File: src/rtl/ffba_pkg.sv
package ffba_pkg;

    localparam int ENTRY_W     = 14;
    localparam int GAP_W       = ENTRY_W + 1;
    localparam int REQ_BYTES_W = 20;
    localparam int REL_ADDR_W  = 19;
    localparam int ADDR_W      = 20;
    localparam int CFG_IDX_W   = 2;

    localparam logic CMD_ALLOC = 1'b0;
    localparam logic CMD_FREE  = 1'b1;

    localparam logic [CFG_IDX_W-1:0] REG_FLOOR  = 2'd0;
    localparam logic [CFG_IDX_W-1:0] REG_TOP    = 2'd1;
    localparam logic [CFG_IDX_W-1:0] REG_REVERB = 2'd2;

    typedef enum logic [1:0] {
        ST_ALLOC_OK   = 2'd0,
        ST_ALLOC_FAIL = 2'd1,
        ST_FREED      = 2'd2,
        ST_FREE_MISS  = 2'd3
    } t_status;

    typedef struct packed {
        logic                   cmd;
        logic [REQ_BYTES_W-1:0] request_bytes;
        logic [REL_ADDR_W-1:0]  release_address;
    } t_req;

    typedef struct packed {
        t_status           status;
        logic [ADDR_W-1:0] granted_address;
    } t_rsp;

    typedef struct packed {
        logic [ENTRY_W-1:0] start;
        logic [ENTRY_W-1:0] length;
    } t_entry;

endpackage

File: src/rtl/first_fit_block_allocator_core.sv
// First-fit block allocator over a sorted table of {start, length} entries.
// Allocate: dispatch, then per entry walked a table read and a gap test, per entry moved
// up a read and a write, then insert. Free: dispatch, walk, move later entries down.
// A full table or an empty free answers at dispatch. Each step waits on the one table read port.
// A new item is taken only while idle: busy drops with the one-cycle result beat; no stall.
// Sync reset clears state, count, strobe and config registers; payload registers and table contents are not cleared.
module first_fit_block_allocator_core #(
    parameter int TABLE_DEPTH = 128,
    parameter int BLOCK_LOG2  = 6,
    parameter int AREA_BLOCKS = 8192
) (
    input  logic                         i_clk,
    input  logic                         i_rst_n,
    input  logic                         start,
    output logic                         busy,
    input  ffba_pkg::t_req               i_req,
    output logic                         o_strobe,
    output ffba_pkg::t_rsp               o_rsp,
    input  logic                         i_cfg_valid,
    output logic                         o_cfg_ready,
    input  logic [ffba_pkg::CFG_IDX_W-1:0] i_cfg_index,
    input  logic [ffba_pkg::ENTRY_W-1:0] i_cfg_data
);
    import ffba_pkg::*;

    // table index and count widths
    localparam int IW       = (TABLE_DEPTH > 1) ? $clog2(TABLE_DEPTH) : 1;
    localparam int CW       = IW + 1;
    // need in blocks: 20-bit byte count plus rounding, shifted down
    localparam int NW       = REQ_BYTES_W + 1 - BLOCK_LOG2;
    // release block width and match compare width
    localparam int RBW      = REL_ADDR_W - BLOCK_LOG2;
    localparam int MW       = (RBW > ENTRY_W) ? RBW : ENTRY_W;
    localparam int BLK_MASK = (1 << BLOCK_LOG2) - 1;
    localparam logic [ENTRY_W-1:0] AREA_RST = ENTRY_W'(AREA_BLOCKS);

    // One-hot sequencer.
    //   CHK  : dispatch, table word 0 is being read
    //   RD   : read cycle for the walk pointer
    //   EVAL : gap test (alloc) or start match (free) on read data
    //   TAIL : gap after the last entry up to top_block
    //   MRD/MWR : move one entry (up for alloc, down for free)
    //   INS  : write the new entry
    typedef enum logic [7:0] {
        S_IDLE = 8'b0000_0001,
        S_CHK  = 8'b0000_0010,
        S_RD   = 8'b0000_0100,
        S_EVAL = 8'b0000_1000,
        S_TAIL = 8'b0001_0000,
        S_MRD  = 8'b0010_0000,
        S_MWR  = 8'b0100_0000,
        S_INS  = 8'b1000_0000
    } t_state;

    t_state             r_state, n_state;
    logic               r_cmd, n_cmd;
    logic [IW-1:0]      r_ptr, n_ptr;
    logic [IW-1:0]      r_ins, n_ins;
    logic [CW-1:0]      r_cnt, n_cnt;
    logic [GAP_W-1:0]   r_blk, n_blk;
    logic [NW-1:0]      r_need, n_need;
    logic [RBW-1:0]     r_rel, n_rel;
    t_entry             r_new, n_new;
    logic [ADDR_W-1:0]  r_grant, n_grant;
    logic [ENTRY_W-1:0] r_floor, r_top, r_reverb;
    logic               r_strobe, n_strobe;
    t_rsp               r_rsp, n_rsp;

    logic               mem_we;
    logic [IW-1:0]      mem_waddr;
    t_entry             mem_wdata;
    t_entry             mem_rdata;

    logic [GAP_W-1:0]   gap_end;
    logic [GAP_W-1:0]   gap_blk;
    logic               gap_fit;
    logic               last_entry;
    logic               start_match;
    logic [31:0]        grant_wide;

    ffba_table #(
        .DEPTH (TABLE_DEPTH)
    ) u_table (
        .i_clk   (i_clk),
        .i_we    (mem_we),
        .i_waddr (mem_waddr),
        .i_wdata (mem_wdata),
        .i_raddr (r_ptr),
        .o_rdata (mem_rdata)
    );

    // shared clamp/compare unit; tail gap ends at top_block
    assign gap_end = (r_state == S_TAIL) ? {1'b0, r_top} : {1'b0, mem_rdata.start};

    ffba_gap #(
        .NEED_W (NW)
    ) u_gap (
        .i_blk    (r_blk),
        .i_end    (gap_end),
        .i_floor  (r_floor),
        .i_top    (r_top),
        .i_reverb (r_reverb),
        .i_need   (r_need),
        .o_blk    (gap_blk),
        .o_fit    (gap_fit)
    );

    assign last_entry  = ((CW'(r_ptr) + CW'(1)) == r_cnt);
    assign start_match = (MW'(r_rel) == MW'(mem_rdata.start));
    assign grant_wide  = 32'(gap_blk) << BLOCK_LOG2;

    always_comb begin
        n_state   = r_state;
        n_cmd     = r_cmd;
        n_ptr     = r_ptr;
        n_ins     = r_ins;
        n_cnt     = r_cnt;
        n_blk     = r_blk;
        n_need    = r_need;
        n_rel     = r_rel;
        n_new     = r_new;
        n_grant   = r_grant;
        n_strobe  = 1'b0;
        n_rsp     = r_rsp;
        mem_we    = 1'b0;
        mem_waddr = r_ptr;
        mem_wdata = mem_rdata;

        unique case (r_state)
            S_IDLE: begin
                if (start) begin
                    n_cmd   = i_req.cmd;
                    n_need  = NW'(({1'b0, i_req.request_bytes} + (REQ_BYTES_W + 1)'(BLK_MASK))
                                  >> BLOCK_LOG2);
                    n_rel   = RBW'(i_req.release_address >> BLOCK_LOG2);
                    n_ptr   = '0;
                    n_blk   = {1'b0, r_floor};
                    n_state = S_CHK;
                end
            end
            S_CHK: begin
                if (r_cmd == CMD_ALLOC) begin
                    if (r_cnt >= CW'(TABLE_DEPTH)) begin
                        n_strobe = 1'b1;
                        n_rsp    = '{status: ST_ALLOC_FAIL, granted_address: '0};
                        n_state  = S_IDLE;
                    end else if (r_cnt == '0) begin
                        n_state = S_TAIL;
                    end else begin
                        n_state = S_EVAL;
                    end
                end else if (r_cnt == '0) begin
                    n_strobe = 1'b1;
                    n_rsp    = '{status: ST_FREE_MISS, granted_address: '0};
                    n_state  = S_IDLE;
                end else begin
                    n_state = S_EVAL;
                end
            end
            S_RD: begin
                n_state = S_EVAL;
            end
            S_EVAL: begin
                if (r_cmd == CMD_ALLOC) begin
                    if (gap_fit) begin
                        // insert before this entry: move r_cnt-1 .. r_ptr up
                        n_ins   = r_ptr;
                        n_new   = '{start: gap_blk[ENTRY_W-1:0], length: ENTRY_W'(r_need)};
                        n_grant = grant_wide[ADDR_W-1:0];
                        n_ptr   = IW'(r_cnt - CW'(1));
                        n_state = S_MRD;
                    end else begin
                        // next gap begins at end of this entry, unclamped
                        n_blk = {1'b0, mem_rdata.start} + {1'b0, mem_rdata.length};
                        if (last_entry) begin
                            n_state = S_TAIL;
                        end else begin
                            n_ptr   = r_ptr + IW'(1);
                            n_state = S_RD;
                        end
                    end
                end else if (start_match) begin
                    if (last_entry) begin
                        n_cnt    = r_cnt - CW'(1);
                        n_strobe = 1'b1;
                        n_rsp    = '{status: ST_FREED, granted_address: '0};
                        n_state  = S_IDLE;
                    end else begin
                        n_ptr   = r_ptr + IW'(1);
                        n_state = S_MRD;
                    end
                end else if (last_entry) begin
                    n_strobe = 1'b1;
                    n_rsp    = '{status: ST_FREE_MISS, granted_address: '0};
                    n_state  = S_IDLE;
                end else begin
                    n_ptr   = r_ptr + IW'(1);
                    n_state = S_RD;
                end
            end
            S_TAIL: begin
                if (gap_fit) begin
                    n_ins   = IW'(r_cnt);
                    n_new   = '{start: gap_blk[ENTRY_W-1:0], length: ENTRY_W'(r_need)};
                    n_grant = grant_wide[ADDR_W-1:0];
                    n_state = S_INS;
                end else begin
                    n_strobe = 1'b1;
                    n_rsp    = '{status: ST_ALLOC_FAIL, granted_address: '0};
                    n_state  = S_IDLE;
                end
            end
            S_MRD: begin
                n_state = S_MWR;
            end
            S_MWR: begin
                mem_we = 1'b1;
                if (r_cmd == CMD_ALLOC) begin
                    mem_waddr = r_ptr + IW'(1);
                    if (r_ptr == r_ins) begin
                        n_state = S_INS;
                    end else begin
                        n_ptr   = r_ptr - IW'(1);
                        n_state = S_MRD;
                    end
                end else begin
                    mem_waddr = r_ptr - IW'(1);
                    if (last_entry) begin
                        n_cnt    = r_cnt - CW'(1);
                        n_strobe = 1'b1;
                        n_rsp    = '{status: ST_FREED, granted_address: '0};
                        n_state  = S_IDLE;
                    end else begin
                        n_ptr   = r_ptr + IW'(1);
                        n_state = S_MRD;
                    end
                end
            end
            S_INS: begin
                mem_we    = 1'b1;
                mem_waddr = r_ins;
                mem_wdata = r_new;
                n_cnt     = r_cnt + CW'(1);
                n_strobe  = 1'b1;
                n_rsp     = '{status: ST_ALLOC_OK, granted_address: r_grant};
                n_state   = S_IDLE;
            end
            default: begin
                n_state = S_IDLE;
            end
        endcase
    end

    // control state
    always_ff @(posedge i_clk) begin
        if (!i_rst_n) begin
            r_state  <= S_IDLE;
            r_cnt    <= '0;
            r_strobe <= 1'b0;
        end else begin
            r_state  <= n_state;
            r_cnt    <= n_cnt;
            r_strobe <= n_strobe;
        end
    end

    // config registers; written only while idle
    always_ff @(posedge i_clk) begin
        if (!i_rst_n) begin
            r_floor  <= '0;
            r_top    <= AREA_RST;
            r_reverb <= AREA_RST;
        end else if (i_cfg_valid && o_cfg_ready) begin
            unique case (i_cfg_index)
                REG_FLOOR:  r_floor  <= i_cfg_data;
                REG_TOP:    r_top    <= i_cfg_data;
                REG_REVERB: r_reverb <= i_cfg_data;
                default:    ;
            endcase
        end
    end

    // payload / datapath
    always_ff @(posedge i_clk) begin
        r_cmd   <= n_cmd;
        r_ptr   <= n_ptr;
        r_ins   <= n_ins;
        r_blk   <= n_blk;
        r_need  <= n_need;
        r_rel   <= n_rel;
        r_new   <= n_new;
        r_grant <= n_grant;
        r_rsp   <= n_rsp;
    end

    assign busy        = (r_state != S_IDLE);
    assign o_strobe    = r_strobe;
    assign o_rsp       = r_rsp;
    // no config beat while an item runs or is being taken
    assign o_cfg_ready = (r_state == S_IDLE) && !start;

endmodule

File: src/rtl/ffba_gap.sv
// Gap clamp and fit test: end is min(end, top, reverb), start is max(blk, floor).
module ffba_gap #(
    parameter int NEED_W = 15
) (
    input  logic [ffba_pkg::GAP_W-1:0]   i_blk,
    input  logic [ffba_pkg::GAP_W-1:0]   i_end,
    input  logic [ffba_pkg::ENTRY_W-1:0] i_floor,
    input  logic [ffba_pkg::ENTRY_W-1:0] i_top,
    input  logic [ffba_pkg::ENTRY_W-1:0] i_reverb,
    input  logic [NEED_W-1:0]            i_need,
    output logic [ffba_pkg::GAP_W-1:0]   o_blk,
    output logic                         o_fit
);
    import ffba_pkg::*;

    localparam int CW = (NEED_W > GAP_W) ? NEED_W : GAP_W;

    logic [GAP_W-1:0] floor_x;
    logic [GAP_W-1:0] top_x;
    logic [GAP_W-1:0] rv_x;
    logic [GAP_W-1:0] end_a;
    logic [GAP_W-1:0] end_b;
    logic [GAP_W-1:0] room;

    assign floor_x = {1'b0, i_floor};
    assign top_x   = {1'b0, i_top};
    assign rv_x    = {1'b0, i_reverb};

    assign o_blk = (i_blk < floor_x) ? floor_x : i_blk;
    assign end_a = (i_end > top_x) ? top_x : i_end;
    assign end_b = (end_a > rv_x) ? rv_x : end_a;
    assign room  = end_b - o_blk;
    // negative room never fits
    assign o_fit = (end_b >= o_blk) && (CW'(room) >= CW'(i_need));

endmodule

File: src/rtl/ffba_table.sv
// Entry table: one write port, one read port, registered read data.
module ffba_table #(
    parameter int DEPTH = 128
) (
    input  logic                       i_clk,
    input  logic                       i_we,
    input  logic [$clog2(DEPTH)-1:0]   i_waddr,
    input  ffba_pkg::t_entry           i_wdata,
    input  logic [$clog2(DEPTH)-1:0]   i_raddr,
    output ffba_pkg::t_entry           o_rdata
);
    import ffba_pkg::*;

    t_entry r_mem [DEPTH];
    t_entry r_rdata;

    always_ff @(posedge i_clk) begin
        if (i_we) begin
            r_mem[i_waddr] <= i_wdata;
        end
        r_rdata <= r_mem[i_raddr];
    end

    assign o_rdata = r_rdata;

endmodule

File: config.mk
export PLATFORM = sky130hd
export DESIGN_NAME = first_fit_block_allocator_core
export DESIGN_NICKNAME = d
export VERILOG_FILES = /design/src/rtl/ffba_pkg.sv /design/src/rtl/first_fit_block_allocator_core.sv /design/src/rtl/ffba_gap.sv /design/src/rtl/ffba_table.sv
export SDC_FILE = /design/constraint.sdc
export NUM_CORES = 2
export LEC_CHECK = 0
export BUFFER_PORTS_ARGS = -buffer_cell sky130_fd_sc_hd__buf_2
export CORE_MARGIN = 10
export CORE_UTILIZATION = 60
export CTS_CLUSTER_DIAMETER = 60
export CTS_CLUSTER_SIZE = 40
export DETAILED_ROUTE_END_ITERATION = 16
export GPL_ROUTABILITY_DRIVEN = 0
export PLACE_DENSITY_LB_ADDON = 0.3
export SYNTH_ARGS = -nofsm -noshare
export SYNTH_HDL_FRONTEND = slang
export SYNTH_HIERARCHICAL = 1
export SYNTH_SLANG_ARGS = --single-unit
File: constraint.sdc
create_clock -name i_clk -period 13.9 [get_ports i_clk]
set_input_delay 2.78 -clock i_clk [delete_from_list [all_inputs] [get_ports i_clk]]
set_output_delay 2.78 -clock i_clk [all_outputs]
set_load 0.005 [all_outputs]
==> results.sh <==
export IMPL_status="completed"
export IMPL_critical_path_required_ps=14420
export IMPL_cts_max_level=4
export IMPL_vdd_ir_drop_worst_v=0.000176
export IMPL_dp_cells=9862
export IMPL_grt_max_degree=155
export IMPL_drc_errors=0
export IMPL_grt_ovfl_total=0
export IMPL_grtUsageTotal=0.278
export IMPL_yosysWarnings=6
export IMPL_setup_ws_ps=2930
export IMPL_slowest_stage="a21oi_2"
export IMPL_dieArea_um2=268000
export IMPL_core_area_um2=246000
export IMPL_numCtsBuffers=172
export IMPL_syn_mean_instance_area_um2=22.6
export IMPL_powerDensity_nw_per_um2=167
export IMPL_worstPathArrival_ps=11490
export IMPL_grt_pass1_wl_mm=528
export IMPL_rsz0062_at_grt="false"
export IMPL_nNetsFinal=6875
export IMPL_num_io_pins=85
export IMPL_period_share=0.789
export IMPL_clock_latency_ps=910
export IMPL_fmax_mhz=91.2
export IMPL_tightest_slew_ps=1400
export IMPL_wl_per_cell_um=36.3
export IMPL_vias_per_cell=7.05
export IMPL_maxSlewViolCount=0
export IMPL_routed_wl_mm=371
export IMPL_end_kind="flop"
export IMPL_grt_pass1_vias=70100
export IMPL_syn_inst=6584
export IMPL_die_w_um=517
export IMPL_cts_buffer_depth=3
export IMPL_relSlewSlack=0.0641
export IMPL_port_buffers=78
export IMPL_layout_cells_non_filler=10200
export IMPL_drive_above_1_share=0.299
export IMPL_clk_pin_slew_ps=100
export IMPL_detail_route_antenna_nets=0
export IMPL_antenna_found_initial=42
export IMPL_post_cts_buffers=0
export IMPL_area_growth_pct=8.85
export IMPL_max_cap_violations=0
export IMPL_finalSetupTns_ps=0
export IMPL_hold_path_class="flop to flop"
export IMPL_initial_core_util=0.603
export IMPL_clock_skew_ps=54.5
export IMPL_max_stage_delay_ps=860
export IMPL_placementRows=182
export IMPL_cts_root_buf="clkbuf_16"
export IMPL_drtIter0Drc=12300
export IMPL_p_total_uw=27000
export IMPL_cp_max_fo=22
export IMPL_die_h_um=517
export IMPL_firstDrtPassIters=8
export IMPL_finalSetupViolCount=0
export IMPL_whs_ps=484
export IMPL_clock_sinks=3779
export IMPL_startpoint_type="flop"
export IMPL_p_leak_uw=0.0491
export IMPL_hold_violations=0
export IMPL_ctsResizeCount=0
export IMPL_num_vias=71900
export IMPL_hpwl_mm=205
export IMPL_cts_tree="built"
export IMPL_dp_slack_ps=3160
export IMPL_syn_area_um2=148000
export IMPL_cts_hold_buf=0
export IMPL_criticalPathCategory="flop to flop"
export IMPL_fin_crit_ps=10970
## worst max-delay path, delay by kind of cell (launching register included)
family / cells / cell delay (ps)
mux: 2 / 750
flops: 1 / 350
xor+xnor: 1 / 170
simple gates: 7 / 2160
compound gates: 21 / 5350
buf+inv: 2 / 290
fa+ha+maj: 5 / 1490
## routing by layer
layer / wire (um) / track usage / vias up
li1: - / - / 27900
met1: 133000 / 0.403 / 38200
met2: 176000 / 0.428 / 5094
met3: 48400 / 0.0662 / 691
met4: 13200 / 0.0867 / 14
met5: 90 / 0 / -
## placed cells by master (no fill, tap or decap), types with 51 or more instances in the layout
cell	n
mux2_2	61
nor2_4	119
ha_1	89
o21ai_0	51
clkbuf_16	176
buf_2	78
edfxtp_1	3692
inv_1	81
nor2_1	67
mux4_2	1176
a21oi_1	89
buf_4	225
nand2_1	264
dfxtp_1	87
## per-stage QoR
| step | cell area, um2 | utilization |
|---|---|---|
| 3_3_place_gp | 155000 | 0.628 |
| 5_1_grt | 162000 | 0.656 |
| 2_1_floorplan | 148000 | - |
| 4_1_cts | 162000 | 0.656 |
| 3_5_place_dp | 155000 | 0.628 |
| 6_report | 162000 | 0.657 |
## final timing paths
path               startpoint          end  slack [ps]  depth (start not counted)
setup / recovery   r_state[3]     o_rsp[9]        2930                         38
hold reg to reg   r_reverb[6]  r_reverb[6]         480                          2
setup reg to reg   r_state[3]     o_rsp[9]        2930                         38
hold / removal    r_reverb[6]  r_reverb[6]         480                          2
## sequential cells by signal, summed over array words and instances, names as in the netlist
signal           cells
r_ins                7
r_reverb            14
r_floor             14
o_rsp               22
o_strobe             1
r_ptr                7
r_top               14
r_rel               13
r_need              15
r_blk               15
r_cmd                1
u_table/o_rdata     28
r_state              8
r_new               28
r_cnt                8
u_table/r_mem     3584
## power breakdown
group | leakage, uW | total [uW] | switching, uW | internal, uW
clock network | 0.00331 | 6890 | 4060 | 2830
registers | 0.0339 | 14300 | 111 | 14200
logic | 0.0119 | 5790 | 4010 | 1780
total | 0.0491 | 27000 | 8180 | 18800
## final cells by class
cell class / count / area, um2
clock buffer: 181 / 4430
fill: 15000 / 84500
tap: 3312 / 4140
inverter: 82 / 308
clock inverter: 143 / 2590
multi-input combinational: 2381 / 35300
sequential: 3779 / 113000
timing repair buffer: 308 / 2180
antenna: 15 / 37.5
Note: power is estimated with default switching activity, not from simulation.
